<file path="src/rtl/tde_pkg.sv">
`default_nettype none
// ----------------------------------------------------------------------------
// tde_pkg
// Shared types and constants for the trie dictionary engine.
// ----------------------------------------------------------------------------
package tde_pkg;

   localparam int MAX_NODES_DEF     = 1024;
   localparam int ALPHABET_SIZE_DEF = 26;

   localparam int SYMBOL_W     = 8;
   localparam int WORD_COUNT_W = 16;
   localparam int NODE_COUNT_W = 11;

   localparam logic [SYMBOL_W-1:0]     SYMBOL_BASE_RESET = 8'd97;
   localparam logic [WORD_COUNT_W-1:0] WORD_COUNT_MAX    = 16'hFFFF;

   // opcodes; the unused code behaves as prefix search
   localparam logic [1:0] OP_INSERT = 2'd0;
   localparam logic [1:0] OP_EXACT  = 2'd1;
   localparam logic [1:0] OP_PREFIX = 2'd2;

   // result error codes
   localparam logic [1:0] ERR_OK   = 2'd0;
   localparam logic [1:0] ERR_FULL = 2'd1;
   localparam logic [1:0] ERR_SYM  = 2'd2;

   typedef enum logic [1:0] {
      FAIL_NONE = 2'd0,
      FAIL_MISS = 2'd1,
      FAIL_FULL = 2'd2,
      FAIL_SYM  = 2'd3
   } fail_type;

   typedef enum logic [2:0] {
      ST_CLEAR,
      ST_IDLE,
      ST_STEP,
      ST_FETCH,
      ST_RESULT
   } state_type;

   typedef struct packed {
      logic [1:0]          opcode;
      logic [SYMBOL_W-1:0] symbol;
      logic                has_symbol;
      logic                last;
   } req_type;

   typedef struct packed {
      logic                    found;
      logic [1:0]              error;
      logic [WORD_COUNT_W-1:0] word_count;
      logic [NODE_COUNT_W-1:0] node_count;
   } rsp_type;

   // controller to datapath
   typedef struct packed {
      logic capture;   // item accepted: register it, read cursor row
      logic step;      // row data valid: follow or allocate a link
      logic acc_read;  // read accept flag of cursor
      logic finish;    // load result, close the word
      logic clear_wr;  // clearing pass write
   } ctl_cmd_type;

   // datapath to controller
   typedef struct packed {
      logic in_step;    // incoming item needs a child lookup
      logic in_last;    // incoming item ends the word
      logic item_last;  // registered item ends the word
      logic clear_done; // clearing pass at its last row
      logic out_free;   // result register can take a new item
   } dp_stat_type;

endpackage
`default_nettype wire

</file>
<file path="src/rtl/tde_controller.sv">
`default_nettype none
// ----------------------------------------------------------------------------
// tde_controller
// Sequencer: clearing pass, item intake, child lookup, result hand-off.
// ----------------------------------------------------------------------------
module tde_controller
   import tde_pkg::*;
(
   input  wire logic        clock,
   input  wire logic        reset,
   input  wire logic        req_valid,
   output logic             req_ready,
   input  wire dp_stat_type stat,
   output ctl_cmd_type      cmd
);

   state_type state_ff, state_in;

   always_ff @(posedge clock) begin
      if (reset) begin
         state_ff <= ST_CLEAR;
      end else begin
         state_ff <= state_in;
      end
   end

   always_comb begin
      state_in  = state_ff;
      cmd       = '0;
      req_ready = 1'b0;
      unique case (state_ff)
         ST_CLEAR: begin
            cmd.clear_wr = 1'b1;
            if (stat.clear_done) begin
               state_in = ST_IDLE;
            end
         end
         ST_IDLE: begin
            req_ready = 1'b1;
            if (req_valid) begin
               cmd.capture = 1'b1;
               if (stat.in_step) begin
                  state_in = ST_STEP;
               end else if (stat.in_last) begin
                  state_in = ST_FETCH;
               end
            end
         end
         ST_STEP: begin
            cmd.step = 1'b1;
            state_in = stat.item_last ? ST_FETCH : ST_IDLE;
         end
         ST_FETCH: begin
            cmd.acc_read = 1'b1;
            state_in     = ST_RESULT;
         end
         ST_RESULT: begin
            if (stat.out_free) begin
               cmd.finish = 1'b1;
               state_in   = ST_IDLE;
            end
         end
         default: state_in = ST_CLEAR;
      endcase
   end

endmodule
`default_nettype wire

</file>
<file path="config.mk">
export PLATFORM = sky130hd
export DESIGN_NAME = tde_controller
export DESIGN_NICKNAME = d
export VERILOG_FILES = /design/src/rtl/tde_pkg.sv /design/src/rtl/tde_controller.sv
export SDC_FILE = /design/constraint.sdc
export NUM_CORES = 1
export LEC_CHECK = 0
export ABC_AREA = 1
export BUFFER_PORTS_ARGS = -buffer_cell sky130_fd_sc_hd__buf_4
export CAP_MARGIN = 20
export CORE_AREA = 8 8 45 47
export CTS_BUF_LIST = sky130_fd_sc_hd__clkbuf_4
export DETAILED_ROUTE_END_ITERATION = 16
export DIE_AREA = 0 0 53 55
export GPL_ROUTABILITY_DRIVEN = 0
export PLACE_DENSITY = 0.37
export SETUP_SLACK_MARGIN = 0.05
export SYNTH_ARGS = -nofsm -noshare
export SYNTH_HDL_FRONTEND = slang
export SYNTH_SLANG_ARGS = --single-unit
</file>
<file path="constraint.sdc">
create_clock -name clock -period 1.1 [get_ports clock]
set_input_delay 0.055 -clock clock [delete_from_list [all_inputs] [get_ports clock]]
set_output_delay 0.055 -clock clock [all_outputs]
set_load 0.1 [all_outputs]
</file>
---- Yosys cells after proc, flatten, opt, wreduce, memory -nomap -nowiden ----
Index checks and enable logic that the tools add are counted.
word-level totals
  output and inout port bits .............. 6
  register bits after elaboration ......... 3
  input port bits ......................... 8
  logic and storage cells ................. 26
operators by class
  eq/ne operators ......................... 8
  multiplexer cells ....................... 15
  reduce and logical (&&, ||, !) cells .... 2
operator list
  kind                                                  number
  2-to-1 mux 3 bit                                      5
  one-hot mux 3 bit (5 select lines)                    1
  2-to-1 mux 1 bit                                      8
  equality test 3 x 2 -> 1 bit (second input constant)  2
  != test 2 bit (second input constant)                 3
  AND reduction 4 bit                                   1
  equality test 3 x 1 -> 1 bit (second input constant)  1
  equality test 3 bit (second input constant)           1
  zero test 3 bit                                       1
  != test 3 bit (second input constant)                 1
  2-to-1 mux 2 bit                                      1

---- Logic depth before layout (Yosys ltp) ----
  depth after elaboration ................. 4
  gate-level depth with buffers ........... 7
  depth with buffers taken out ............ 7

---- Worst setup path before layout ----
OpenSTA, ideal clock, no wires.
  path kind ............................... flip-flop to output port
  from .................................... reg state_ff[0]
  to ...................................... out cmd[1] in the netlist's numbering
  path buffers ............................ 0
  arrival time ............................ 2602 ps
  slack ................................... -1557 ps
  stages on the path, launching flop included .. 4
  required time ........................... 1045 ps
  path through ............................ dfxtp_1 -> nor2_1 -> inv_1 -> nor3_1
RTL lines
  what                    RTL line              text
  start, declared         tde_controller.sv:17  state_type state_ff, state_in;
  start signal, assigned  tde_controller.sv:23  state_ff <= state_in;
  end, declared           tde_controller.sv:14  output ctl_cmd_type cmd

==> key figures <==
Timing
  – Final TNS setup: -486 ps
  – Tmin final: about 1200 ps
  – Slew @ Worst Pin: roughly 170 ps
  – Fmax: 817 MHz
  – Endpoints failing setup: 5
  – RSZ-0062 raised after global routing: true
  – Rel. slew slack: about nine tenths
  – Final hold viol count: 0
  – Pins Over Slew Limit: 0
  – Worst setup margin: -124 ps
  – Tcrit/Tclk final: 111%
  – Clock skew: between 0.08 and 0.09 ps

Route
  – First-pass iteration count of the detailed router: 4
  – DRT antenna net count: 0
  – Post-DR vias/cell: 3.99
  – Per-cell routed wire length: around 9.1 um
  – Detailed Route WL: between 700 and 800 um
  – Detailed-route via count: 311
  – Iteration-0 DRC Markers: 2
  – # DRC: 0

Die
  – Initial core utilization: 17.0%
  – Std-Cell Rows: 14
  – IO Pins: 14
  – Die height: 55 um
  – Die footprint: just under 3000 um^2
  – Chip Width: between 50 and 60 um
  – CORE AREA: approximately 1400 um^2

Worst setup path
  – Kind of critical path: register to output pin
  – Capturing point of the worst reg2reg path: state_ff[1]
  – CP Cell Sequence: nor2_4 > inv_4 > nor3_4 > buf_12
  – Crit path required time: 1040 ps
  – CP bufs+invs: 2
  – Worst setup path endpoint: cmd[1]
  – Crit Path Max Fanout: 3
  – Slowest library cell on the worst path: dfxtp_2
  – Worst Setup Start Kind: register
  – Critical path's largest stage delay: between 300 and 400 ps
  – Nature of the critical path endpoint: output pin
  – Reg2reg start: state_ff[0]
  – Worst reg-to-reg path cell count: 8
  – Worst reg-to-reg setup slack: roughly 40 ps
  – Stages on the worst setup path: 4
  – Crit path launch: state_ff[1]
  – Worst EP arrival: approximately 1200 ps
  – Top cell family by delay on the critical path: simple AND/OR/NAND/NOR gates

Layout
  – Register area: 68.8 um^2
  – Largest register FFs: 3
  – Layout Cells excl Fill: about 80
  – Diode count: 0
  – Area occupied by multi-input gates: between 150 and 200 um^2
  – Fin nets: between 70 and 80
  – Fraction of layout cells with a size suffix above 1: 64.5%
  – Top Registers: state_ff (3)
  – Most flop-heavy register: state_ff
  – Area growth syn-to-layout: 144%
  – Filler cells: 150

Logic synthesis
  – Synthesized flop and latch total: 3
  – Largest area contributor in the netlist: dfxtp_1
  – Synth top area share: 25.5%
  – Post-synth cell types: 13
  – Ys flop type: dfxtp_1
  – Number of synthesized flops with an enable pin: 0
  – Mapped Cells: 41
  – Synth Net Count: 49
  – Synthesized area per cell: 5.74 um^2
  – Mapped Area: 235 um^2
  – Seq/Total Area, Yosys: 25.5%
  – Yosys warning count: 0
  – Synth cell count leaders: inv_1 (9), nand2_1 (9), nand3_1 (5), nor2_1 (5), dfxtp_1 (3)
  – Post-synthesis async set-or-reset flop share: 0%
  – Synth top area cells: dfxtp_1 (26%), inv_1 (14%), nand2_1 (14%)

GRT
  – Largest net degree at the start of global routing: 6
  – First-pass GRT wire length: between 1000 and 1500 um
  – Gr usage total: slightly below 6%
  – Vias in the first global route: 319
  – Initial antenna violation count: 0
  – Total gr overflow: 0

CTS
  – Clk_lat worst skew: between 200 and 250 ps
  – CTS Buffer Depth: 2
  – CTS tree: done
  – Num CTS Buffers: 3
  – # H-tree levels: 1
  – CTS root buf: clkbuf_4
  – Clock-pin slew on the worst setup and hold paths: approximately 30 ps
  – Clock sink count: 3

Status
  – Failing checks: negative setup slack
  – Status: complete, but fails checks

Job
  – Maxcap violations: 0

Worst hold path
  – Worst min path class: input pin to register

Power and ir drop
  – P per Cell Area: between 1000 and 1500 nW/um^2
  – VDD IR-drop max: slightly above 0.5 mV
  – Leakage power: around 0.26 nW

Place
  – DP HPWL: around 610 um
  – Placed cell count: 71
  – # port buffers: 13
==> cells in the final DEF (no fill, tap or decap), types with 2 or more instances in the layout <==
cell type / n
a21oi_1: 2
buf_12: 6
buf_4: 11
clkbuf_4: 4
clkinvlp_4: 2
dfxtp_4: 2
inv_1: 4
inv_4: 3
nand2_1: 8
nand3_1: 4
nor2_1: 2
nor2_4: 4
==> through the flow <==
step	power [mW]	hold WS, ps	worst slack (ps)	cell area [um^2]	util (%)
finish	0.775	169	-124	573	41.4
global route	0.834	188	-201	573	41.4
CTS	0.776	165	-123	558	40.3
detailed placement	0.472	227	-10.7	423	30.6
global placement	0.475	225	3.24	423	30.6
floorplan	0.397	114	-291	298	-
==> timing repair <==
item	in CTS	in global routing
hold buffers	1	0
pin swaps	4	4
hold endpoints to repair	2	0
setup buffers	1	1
endpoints found under the setup margin	6	8
gates resized for setup	21	3
==> worst register-to-register path, cell delays in order, from the launching register on <==
cell and delay, ps:
dfxtp_4 370, inv_4 40, nor2_4 160, buf_4 130, nand3_1 50, nand2_1 70, nor2_2 40, nand2_1 60
nor2_1 40
==> per-layer routing <==
metal | vias to the layer above | track usage [%] | wire length (um)
met4 | 0 | 6.47 | 0
li1 | 166 | - | -
met1 | 136 | 4.99 | 273
met3 | 0 | 2.41 | 74
met2 | 9 | 9.96 | 364
met5 | - | 0 | 0
==> cell type report <==
class                   count  area share (%)
well taps                  16            3.49
clock buffers               4            5.24
flip-flops and latches      3            12.0
multi-input cells          27            33.0
repair buffers             18            37.1
inverters                  10            9.17
==> how the worst min path moves through the flow <==
stage                 start          end  cells after the start
floorplan             reset  state_ff[2]                      1
global placement      reset  state_ff[2]                      2
detailed placement    reset  state_ff[1]                      2
CTS                 stat[2]  state_ff[1]                      5
global route        stat[2]  state_ff[1]                      5
finish              stat[2]  state_ff[1]                      5
==> cells by family (layout without fill, tap and decap cells) <==
family	Yosys count	in the layout	share of synthesized area (%)
AND/OR/NAND/NOR	25	25	51.1
AO/OA/AOI/OAI	2	2	4.26
buffers and inverters	11	32	19.1
flip-flops	3	3	25.5
==> power breakdown <==
part           switching (mW)  internal (mW)  leakage [nW]  total (mW)
sequential             0.0146          0.119        0.0264       0.133
combinational           0.263          0.168         0.218       0.431
clock                  0.0507          0.160        0.0184       0.211
(Power assumes the default switching activity.)
